**src/design/b64u_pkg.sv**
```systemverilog
// Shared types and constants for the URL-safe base64 decoder.
// No dependencies; imported by b64u_group, b64u_serial and base64url_decoder.
`default_nettype none

package b64u_pkg;

    // Padding character '='
    localparam logic [7:0] PAD_CHAR = 8'h3D;

    // Alphabet characters outside the letter and digit ranges
    localparam logic [7:0] DASH_CHAR  = 8'h2D;
    localparam logic [7:0] UNDER_CHAR = 8'h5F;
    localparam logic [5:0] DASH_VAL   = 6'h3E;
    localparam logic [5:0] UNDER_VAL  = 6'h3F;

    // Decoded character: 6-bit value plus a flag for bytes outside the alphabet
    typedef struct packed {
        logic       bad;
        logic [5:0] val;
    } sextet_t;

    // One decoded group on its way to the output: up to three bytes, MSB first
    typedef struct packed {
        logic [23:0] data;
        logic [1:0]  count;
        logic        last;
        logic        bad;
    } group_rec_t;

    // Map one character to its sextet; an invalid byte reads as all ones
    function automatic sextet_t sextet_of(input logic [7:0] c);
        sextet_t s;
        s.bad = 1'b0;
        s.val = 6'h3F;
        if (c >= 8'h41 && c <= 8'h5A)
        begin
            s.val = 6'(c - 8'h41);
        end
        else if (c >= 8'h61 && c <= 8'h7A)
        begin
            s.val = 6'(c - 8'd71);
        end
        else if (c >= 8'h30 && c <= 8'h39)
        begin
            s.val = 6'(c + 8'd4);
        end
        else if (c == DASH_CHAR)
        begin
            s.val = DASH_VAL;
        end
        else if (c == UNDER_CHAR)
        begin
            s.val = UNDER_VAL;
        end
        else
        begin
            s.bad = 1'b1;
        end
        return s;
    endfunction

endpackage

`default_nettype wire

```
**src/design/b64u_group.sv**
```systemverilog
// Group assembler: holds the sextet accumulator and string state, and
// builds one group record per completed group or final character. Uses b64u_pkg.
`default_nettype none

module b64u_group
    import b64u_pkg::*;
(
    input  wire logic       clk,
    input  wire logic       rst_n,
    input  wire logic       in_valid,
    output logic            in_ready,
    input  wire logic [7:0] char_in,
    input  wire logic       is_final,
    input  wire logic       slot_free,
    output logic            rec_push,
    output group_rec_t      rec
);

    localparam logic [1:0] POS_FIRST  = 2'd0;
    localparam logic [1:0] POS_SECOND = 2'd1;
    localparam logic [1:0] POS_THIRD  = 2'd2;
    localparam logic [1:0] POS_FOURTH = 2'd3;

    logic [17:0] acc_reg, acc_next;
    logic [1:0]  pos_reg, pos_next;
    logic        pad3_reg, pad3_next;
    logic        err_reg, err_next;

    sextet_t     sx;
    logic        is_pad;
    logic        bad_now;
    logic        err_now;
    logic [17:0] acc_step;
    logic        pad3_step;
    logic [1:0]  nbytes;
    logic [23:0] full;
    logic        needs_slot;
    logic        accept;

    // Decode the character and work out this position's contribution
    always_comb
    begin
        sx        = sextet_of(char_in);
        is_pad    = (char_in == PAD_CHAR);
        bad_now   = 1'b0;
        acc_step  = acc_reg;
        pad3_step = pad3_reg;
        nbytes    = 2'd0;
        full      = 24'd0;
        unique case (pos_reg)
            POS_FIRST:
            begin
                bad_now  = sx.bad | is_final;
                acc_step = {12'd0, sx.val};
            end
            POS_SECOND:
            begin
                bad_now  = sx.bad;
                acc_step = {acc_reg[11:0], sx.val};
                nbytes   = 2'd1;
                full     = {acc_reg[5:0], sx.val, 12'd0};
            end
            POS_THIRD:
            begin
                if (is_pad)
                begin
                    pad3_step = 1'b1;
                    acc_step  = {acc_reg[11:0], 6'd0};
                    bad_now   = is_final;
                end
                else
                begin
                    bad_now  = sx.bad;
                    acc_step = {acc_reg[11:0], sx.val};
                    nbytes   = 2'd2;
                    full     = {acc_reg[11:0], sx.val, 6'd0};
                end
            end
            POS_FOURTH:
            begin
                if (is_pad)
                begin
                    bad_now = !is_final;
                    nbytes  = pad3_reg ? 2'd1 : 2'd2;
                    full    = {acc_reg, 6'd0};
                end
                else
                begin
                    bad_now = sx.bad | pad3_reg;
                    nbytes  = 2'd3;
                    full    = {acc_reg, sx.val};
                end
            end
            default:
            begin
                bad_now = 1'b1;
            end
        endcase
        err_now = err_reg | bad_now;
    end

    // Build the record: a single error result closes a bad string
    always_comb
    begin
        needs_slot = is_final || (pos_reg == POS_FOURTH);
        rec_push   = accept && (is_final || (pos_reg == POS_FOURTH && !err_now));
        if (is_final && err_now)
        begin
            rec.data  = 24'd0;
            rec.count = 2'd1;
            rec.last  = 1'b1;
            rec.bad   = 1'b1;
        end
        else
        begin
            rec.data  = full;
            rec.count = nbytes;
            rec.last  = is_final;
            rec.bad   = 1'b0;
        end
    end

    // Stall only characters that may produce output while the slot is busy
    assign in_ready = slot_free || !needs_slot;
    assign accept   = in_valid && in_ready;

    // Advance string state; clear it after a final character
    always_comb
    begin
        acc_next  = acc_reg;
        pos_next  = pos_reg;
        pad3_next = pad3_reg;
        err_next  = err_reg;
        if (accept)
        begin
            if (is_final)
            begin
                acc_next  = 18'd0;
                pos_next  = POS_FIRST;
                pad3_next = 1'b0;
                err_next  = 1'b0;
            end
            else
            begin
                pos_next = pos_reg + 2'd1;
                err_next = err_now;
                if (pos_reg == POS_FOURTH)
                begin
                    acc_next  = 18'd0;
                    pad3_next = 1'b0;
                end
                else
                begin
                    acc_next  = acc_step;
                    pad3_next = pad3_step;
                end
            end
        end
    end

    always_ff @(posedge clk or negedge rst_n)
    begin
        if (!rst_n)
        begin
            acc_reg  <= 18'd0;
            pos_reg  <= POS_FIRST;
            pad3_reg <= 1'b0;
            err_reg  <= 1'b0;
        end
        else
        begin
            acc_reg  <= acc_next;
            pos_reg  <= pos_next;
            pad3_reg <= pad3_next;
            err_reg  <= err_next;
        end
    end

    // A record is only pushed into a free slot
    assert property (@(posedge clk) disable iff (!rst_n) rec_push |-> slot_free)
        else $error("group record pushed while output slot busy");

    // A final character leaves the string state cleared
    assert property (@(posedge clk) disable iff (!rst_n)
        (accept && is_final) |=> (pos_reg == POS_FIRST && !err_reg && !pad3_reg))
        else $error("string state not cleared after final character");

    // A pushed record always carries at least one byte
    assert property (@(posedge clk) disable iff (!rst_n) rec_push |-> rec.count != 2'd0)
        else $error("empty group record pushed");

endmodule

`default_nettype wire

```
**src/design/b64u_serial.sv**
```systemverilog
// Output serializer: holds one group record and hands out its bytes one
// transaction at a time, most significant first. Uses b64u_pkg.
`default_nettype none

module b64u_serial
    import b64u_pkg::*;
(
    input  wire logic       clk,
    input  wire logic       rst_n,
    input  wire logic       rec_push,
    input  group_rec_t      rec,
    output logic            slot_free,
    output logic            out_valid,
    input  wire logic       out_ready,
    output logic [7:0]      byte_out,
    output logic            end_of_run,
    output logic            bad_input
);

    logic        valid_reg, valid_next;
    logic [1:0]  idx_reg, idx_next;
    group_rec_t  rec_reg, rec_next;

    logic        is_last;
    logic        pop;

    assign is_last   = (idx_reg == rec_reg.count - 2'd1);
    assign pop       = valid_reg && out_ready;
    assign slot_free = !valid_reg || (pop && is_last);

    // Select the current byte of the held group
    always_comb
    begin
        unique case (idx_reg)
            2'd0:    byte_out = rec_reg.data[23:16];
            2'd1:    byte_out = rec_reg.data[15:8];
            default: byte_out = rec_reg.data[7:0];
        endcase
    end

    assign out_valid  = valid_reg;
    assign end_of_run = rec_reg.last && is_last;
    assign bad_input  = rec_reg.bad;

    // Load a new record, or advance through the held one
    always_comb
    begin
        valid_next = valid_reg;
        idx_next   = idx_reg;
        rec_next   = rec_reg;
        if (rec_push)
        begin
            valid_next = 1'b1;
            idx_next   = 2'd0;
            rec_next   = rec;
        end
        else if (pop)
        begin
            if (is_last)
            begin
                valid_next = 1'b0;
                idx_next   = 2'd0;
            end
            else
            begin
                idx_next = idx_reg + 2'd1;
            end
        end
    end

    always_ff @(posedge clk or negedge rst_n)
    begin
        if (!rst_n)
        begin
            valid_reg <= 1'b0;
            idx_reg   <= 2'd0;
        end
        else
        begin
            valid_reg <= valid_next;
            idx_reg   <= idx_next;
        end
    end

    // Payload holds no reset
    always_ff @(posedge clk)
    begin
        rec_reg <= rec_next;
    end

    // Byte index never runs past the record's byte count
    assert property (@(posedge clk) disable iff (!rst_n)
        valid_reg |-> (idx_reg < rec_reg.count))
        else $error("byte index beyond record count");

    // An error record is always a single closing byte of zero
    assert property (@(posedge clk) disable iff (!rst_n)
        (valid_reg && rec_reg.bad) |-> (rec_reg.last && rec_reg.count == 2'd1
                                         && byte_out == 8'd0))
        else $error("malformed error record");

    // Taking a non-last byte keeps the slot occupied
    assert property (@(posedge clk) disable iff (!rst_n)
        (pop && !is_last && !rec_push) |=> valid_reg)
        else $error("record dropped before its last byte");

endmodule

`default_nettype wire

```
**src/design/base64url_decoder.sv**
```systemverilog
// URL-safe base64 decoder, top level.
// Instantiates b64u_group and b64u_serial; uses b64u_pkg.
//
// Input channel (in_valid/in_ready): one character per transaction on
// char_in, with is_final set on the last character of a string.
// Output channel (out_valid/out_ready): one decoded byte per transaction on
// byte_out; end_of_run marks the last byte of a string and bad_input marks a
// string that must be discarded (a single zero byte closes such a string).
// The bytes of a group appear in the cycle after the character that
// completes it is taken, then leave one per cycle while out_ready is high.
// Throughput: one character per cycle while out_ready stays high, set by the
// one-group output slot draining three bytes as the next three characters are taken.
// A character that completes a group or ends a string waits while the slot
// still holds undelivered bytes; other characters are always taken.
// Reset clears the string state and empties the output slot.
// When the receiver stalls, the held byte stays on the port unchanged.
`default_nettype none

module base64url_decoder
    import b64u_pkg::*;
(
    input  wire logic       clk,
    input  wire logic       rst_n,
    input  wire logic       in_valid,
    output logic            in_ready,
    input  wire logic [7:0] char_in,
    input  wire logic       is_final,
    output logic            out_valid,
    input  wire logic       out_ready,
    output logic [7:0]      byte_out,
    output logic            end_of_run,
    output logic            bad_input
);

    logic       slot_free;
    logic       rec_push;
    group_rec_t rec;

    b64u_group u_group
    (
        .clk       (clk),
        .rst_n     (rst_n),
        .in_valid  (in_valid),
        .in_ready  (in_ready),
        .char_in   (char_in),
        .is_final  (is_final),
        .slot_free (slot_free),
        .rec_push  (rec_push),
        .rec       (rec)
    );

    b64u_serial u_serial
    (
        .clk        (clk),
        .rst_n      (rst_n),
        .rec_push   (rec_push),
        .rec        (rec),
        .slot_free  (slot_free),
        .out_valid  (out_valid),
        .out_ready  (out_ready),
        .byte_out   (byte_out),
        .end_of_run (end_of_run),
        .bad_input  (bad_input)
    );

endmodule

`default_nettype wire
```
**config.mk**
```make
export PLATFORM = sky130hd
export DESIGN_NAME = base64url_decoder
export DESIGN_NICKNAME = d
export VERILOG_FILES = /design/src/design/b64u_pkg.sv /design/src/design/b64u_group.sv /design/src/design/b64u_serial.sv /design/src/design/base64url_decoder.sv
export SDC_FILE = /design/constraint.sdc
export NUM_CORES = 1
export LEC_CHECK = 0
export ABC_CLOCK_PERIOD_IN_PS = 7850
export BUFFER_PORTS_ARGS = -buffer_cell sky130_fd_sc_hd__buf_4
export CAP_MARGIN = 20
export CORE_MARGIN = 4
export CORE_UTILIZATION = 50
export DETAILED_ROUTE_END_ITERATION = 10
export PLACE_DENSITY = 0.68
export SYNTH_ARGS = -nofsm -noshare
export SYNTH_HDL_FRONTEND = slang
export SYNTH_HIERARCHICAL = 1
export SYNTH_SLANG_ARGS = --single-unit
```
**constraint.sdc**
```tcl
create_clock -name clk -period 7.85 [get_ports clk]
set_input_delay 1.57 -clock clk [delete_from_list [all_inputs] [get_ports clk]]
set_output_delay 1.57 -clock clk [all_outputs]
set_load 0.005 [all_outputs]
```
After elaboration in Yosys (flattened, before gate mapping):

Index checks and enable logic that the tools add are counted.

* bits in registers: 53
* input bits: 13
* output and inout port bits: 12
* logic and storage cells: 98

* add/subtract/negate cells: 6
* $lt $le $gt $ge: 6
* eq/ne operators: 8
* multiplexer cells: 37
* bitwise operators: 3
* reductions and logical operators: 28

Operator list (number)
* 24-bit one-hot mux with 3 select lines: 1
* 18-bit one-hot mux with 3 select lines: 1
* 18-bit 2-to-1 mux: 2
* 6-bit 2-to-1 mux: 5
* 24-bit 2-to-1 mux: 1
* 1-bit 2-to-1 mux: 17
* 8-bit by 6-bit equality test with 1-bit output (second input constant): 2
* 8-bit by 7-bit greater-or-equal comparator with 1-bit output (second input constant): 2
* 8-bit by 7-bit less-or-equal comparator with 1-bit output (second input constant): 2
* 8-bit one-hot mux with 2 select lines: 1
* 2-bit 2-to-1 mux: 7
* 1-bit logical AND: 10
* 8-bit by 7-bit equality test with 1-bit output (second input constant): 1
* 8-bit by 6-bit greater-or-equal comparator with 1-bit output (second input constant): 1
* 8-bit by 6-bit less-or-equal comparator with 1-bit output (second input constant): 1
* 6-bit by 3-bit adder with 6-bit output (second input constant): 1
* 2-bit one-hot mux with 3 select lines: 1
* 3-bit nonzero test: 2
* 6-bit by 1-bit subtractor with 6-bit output (second input constant): 1
* 6-bit by 3-bit subtractor with 6-bit output (second input constant): 1
* 5-bit nonzero test: 1
* 2-bit by 1-bit adder with 2-bit output (second input constant): 2
* 2-bit by 1-bit equality test with 1-bit output (second input constant): 2
* 2-bit equality test (second input constant): 2
* other kinds (10): 21

Longest topological paths before layout:

* depth in word-level cells: 16
* gate-level depth with buffers: 11
* gate-level depth less buffers: 10

Hierarchy:

The synthesis kept the hierarchy.

Modules (own cells, without submodules)
* b64u_group: times used 1, cells each 281, area an instance 2144.6 um2, sequential area each 550.5 um2
* b64u_serial: times used 1, cells each 79, area an instance 1193.6 um2, sequential area each 915.9 um2

Least setup slack after synthesis:

No wires, ideal clock.

* path kind: in2reg
* start point: input char_in[2]
* end point: register u_serial.idx_reg[1]
* library setup time: 122 ps
* data arrival time: 5810 ps
* data required time: 7728 ps
* path slack: 1918 ps
* stages: 11
* path buffers: 1
* path through: clkbuf_1 inv_1 ha_1 a21oi_2 o31ai_2 a21oi_2 or2_2 o21ai_0 a211oi_1 inv_1 a32o_1

* cells in the longest elaborated chain, start to end: 15
* elaborated cells between the ends (all ways): 29
* classes of those cells: order compare: 6; eq/ne: 3; mux: 9; bitwise: 3; reduce/logical: 8

RTL lines
* start, declared: line base64url_decoder.sv:26 `input wire logic [7:0] char_in,`
* branches (longest 8 deep; another with 8-bit by 6-bit greater-or-equal comparator with 1-bit output)
* 1-bit one-hot mux with 4 select lines (*): line b64u_group.sv:50 `unique case (pos_reg)`
* 1-bit OR (*): line b64u_group.sv:99 `err_now = err_reg | bad_now;`
* 1-bit zero test (*): line b64u_group.sv:106 `rec_push = accept && (is_final || (pos_reg == POS_FOURTH && !err_now));`
* 1-bit logical AND (*): line b64u_group.sv:106
* 1-bit logical OR (*): line b64u_group.sv:106
* 1-bit logical AND (*): line b64u_group.sv:106
* via rec_push: line base64url_decoder.sv:36 `logic rec_push;`
* 2-bit 2-to-1 mux or 2-bit nonzero test (tied branches)
* end signal, assigned: line b64u_serial.sv:81 `idx_reg <= idx_next;`
* end, declared: line b64u_serial.sv:21 `logic [1:0] idx_reg, idx_next;`

Mark *: on every way through the listed nets, which the timed path passes.
A chain may end at the register's enable or synchronous reset.

Worst setup path in the final report:

Ends and elaborated chain as after synthesis.

==> results.sh <==
export IMPL_synth_top_family_by_area="compound AO/OA/AOI/OAI gates"
export IMPL_outcome="complete, no violations"
export IMPL_hp_start="u_group/acc_reg[15]$_DFFE_PN0P_"
export IMPL_dieArea_sq_mm=0.00805
export IMPL_max_cap_violations=0
export IMPL_worstSetupPathType="in -> reg"
export IMPL_place_hpwl_microns=5830
export IMPL_cpPeakStageDelay_ps=390
export IMPL_multi_input_area_sq_mm=0.00171
export IMPL_slew_violations=0
export IMPL_end_kind="flip-flop"
export IMPL_clk_path_buf_depth=2
export IMPL_avgSynthCellArea_sq_um=9.27
export IMPL_synth_edf_count=28
export IMPL_yosysUniqueCellTypes=62
export IMPL_powerDensity_mw_per_mm2=276
export IMPL_h_tree_depth=2
export IMPL_cts_resized=0
export IMPL_required_ps=8050
export IMPL_cts_tree="built"
export IMPL_nets=400
export IMPL_drt_iter0_drc=319
export IMPL_fin_crit_sh_pct=50.3
export IMPL_r2r_cells=7
export IMPL_crit_arrival_ps=4150
export IMPL_ios=25
export IMPL_grt_first_pass_wirelength_microns=13500
export IMPL_fp_dieW_microns=89.7
export IMPL_crit_path_frequent_cell="buf_4"
export IMPL_synth_fa_ha_area_share_pct=5.62
export IMPL_syn_nets=388
export IMPL_drc=0
export IMPL_slew_headroom_pct=35.3
export IMPL_synth_xor_area_share_pct=0.787
export IMPL_path_delay_family="compound AO/OA/AOI/OAI gates"
export IMPL_start_util_pct=52.0
export IMPL_ys_warn_count=6
export IMPL_synth_flop_cell="edfxtp_1"
export IMPL_hold_viol=0
export IMPL_clock_root_buffer="clkbuf_8"
export IMPL_hold_depth=2
export IMPL_grt_setup_unrepaired="no"
export IMPL_start_kind="input pin"
export IMPL_grt_overflow_total=0
export IMPL_reg2reg_slack_ps=4780
export IMPL_die_h_microns=89.7
export IMPL_tightest_slew_ps=970
export IMPL_critPathBufInv=3
export IMPL_route_final_wire_length_microns=8080
export IMPL_syn_to_final_growth_pct=8.13
export IMPL_port_buffers=24
export IMPL_clk_pin_slew_ps=100
export IMPL_finClkSkew_ps=9.17
export IMPL_tns_ps=0
export IMPL_seq_area_frac_synth_pct=43.9
export IMPL_regArea_sq_mm=0.00147
export IMPL_regToRegEndpoint="u_serial/rec_reg[11]$_DFFE_PP_"
export IMPL_postCtsSetupRepairBufs=0
export IMPL_postPlaceCellArea_sq_mm=0.00352
export IMPL_critPathSlowestCell="buf_4"
export IMPL_track_usage_pct=20.6
export IMPL_hold_class="reg -> reg"
export IMPL_grt_max_degree=33
export IMPL_antenna_found_initial=0
export IMPL_synth_compound_gate_area_share_pct=22.3
export IMPL_row_count=29
export IMPL_critical_path_startpoint="char_in[2]"
export IMPL_crit_chain="buf_4 > ha_1 > and3_1 > nand2_1 > or3_1 > a21oi_1 > o21ai_0 > a211oi_4 > buf_4 > inv_1 > a32o_1"
export IMPL_async_flop_share_pct=47.2
export IMPL_cts_sinks=53
export IMPL_vias=2785
export IMPL_ctsHoldBuffers=0
export IMPL_cp_max_fo=32
export IMPL_synth_simple_area_share_pct=21.3
export IMPL_power_mw=0.997
export IMPL_stdcell_area_sq_mm=0.00361
export IMPL_fin_crit_ps=3950
export IMPL_core_area_sq_mm=0.00642
export IMPL_antenna_left=0
export IMPL_setup_viol=0
export IMPL_avgRoutedWirePerCell_microns=18.0
export IMPL_syn_area_sq_mm=0.00334
export IMPL_gp_congestion=0.895
export IMPL_grt_pass1_vias=2589
export IMPL_antenna_cells=0
export IMPL_max_freq_ghz=0.253
export IMPL_synth_seq_cells=53
export IMPL_drive_gt1_share_pct=16.6
export IMPL_synthCells=360
export IMPL_synth_mux_area_share_pct=0.637
export IMPL_largest_reg_flops=27
export IMPL_via_per_inst=6.19
export IMPL_fillCellCount=580
export IMPL_hold_path_end="u_group/acc_reg[15]$_DFFE_PN0P_"
export IMPL_irDropWorstVdd_v=0.000256
export IMPL_first_pass_iters=7
export IMPL_r2r_start="u_group/pos_reg[1]$_DFFE_PN0P_"
export IMPL_cts_buffers=5
export IMPL_p_leak_nw=1.38
export IMPL_clock_latency_ps=310
per-stage QoR:
step / util, % / setup slack (ps) / instances / hold slack [ps]
3_3_place_gp: 54.9 / 3650 / 442 / 469
5_1_grt: 56.2 / 3660 / 450 / 529
4_1_cts: 56.2 / 3930 / 450 / 497
6_report: 56.2 / 3900 / 450 / 493
3_5_place_dp: 54.9 / 3610 / 442 / 473
2_1_floorplan: - / 1920 / 360 / 449
cell usage in the layout (no fill, tap or decap), drive strengths merged, types with 4 or more instances in the layout:
master	count
a21oi	18
a222oi	8
a22oi	17
a31oi	6
and2	6
buf	26
clkbuf	6
dfrtp	25
edfxtp	28
ha	15
inv	16
nand2	64
nand2b	5
nand3	4
nand4	5
nor2	34
nor3	9
nor3b	4
o211ai	4
o21ai	29
worst max-delay path by stage:
| stage | to | slack [ps] | depth (start not counted) |
|---|---|---|---|
| 3_3_place_gp | u_serial/idx_reg[1]$_DFFE_PN0P_ | 3650 | 11 |
| 2_1_floorplan | u_serial/idx_reg[1]$_DFFE_PN0P_ | 1920 | 11 |
| 6_report | u_serial/idx_reg[1]$_DFFE_PN0P_ | 3900 | 11 |
| 5_1_grt | u_serial/idx_reg[1]$_DFFE_PN0P_ | 3660 | 12 |
| 4_1_cts | u_serial/idx_reg[1]$_DFFE_PN0P_ | 3930 | 11 |
| 3_5_place_dp | u_serial/idx_reg[1]$_DFFE_PN0P_ | 3610 | 10 |
area by class of cell:
cell class,count,share of cell area [%]
clock inverters,2,0.381
flip-flops and latches,53,40.6
repair buffers,26,5.41
clock buffers,6,2.01
inverters,15,1.56
multi-input cells,271,47.3
well taps,77,2.67
worst register-to-register path: cells and delay by family (launching register included):
| kind | cells | cell delay [ps] |
|---|---|---|
| compound gates | 4 | 1300 |
| fa+ha+maj | 1 | 820 |
| flops | 1 | 420 |
| simple gates | 2 | 260 |
Yosys cell counts, drive strengths merged (2+ instances only):
library cell	number	area [sq um]
nand2	64	240
nor2	34	153
o21ai	29	145
edfxtp	28	841
dfrtp	25	626
a21oi	18	101
a22oi	17	128
ha	15	188
inv	15	56.3
clkbuf	12	45.0
nor3	9	45.0
a222oi	8	80.1
buf	7	63.8
a31oi	6	37.5
and2	6	38.8
nand2b	5	31.3
nand4	5	31.3
nand3	4	20.0
nor3b	4	30.0
o211ai	4	30.0
o31ai	3	27.5
or2	3	18.8
xnor2	3	26.3
a211oi	2	15.0
a22o	2	17.5
dlygate4sd1	2	17.5
nor4b	2	17.5
o21bai	2	26.3
or2b	2	16.3
or3	2	12.5
metal layers:
layer	global-route usage, %	up-vias	routed length, microns
li1	-	1336	-
met1	30.7	1347	3870
met2	31.5	93	3700
met3	3.26	9	411
met4	5.36	0	102
met5	0	-	0
report_power, final:
group	total (mW)	internal, mW	switching [mW]
Combinational	0.445	0.170	0.275
Sequential	0.398	0.354	0.0439
Clock	0.155	0.0638	0.0909
Total	0.997	0.588	0.409
logic make-up after synthesis:
logic type,after synthesis
and+or+nand+nor,147
AOI/OAI and AO/OA,104
DFF,53
buffers and inverters,36
adders and majority gates,15
xor gates and xnor gates,3
muxes,2
Power figures use the tool's default switching activity.
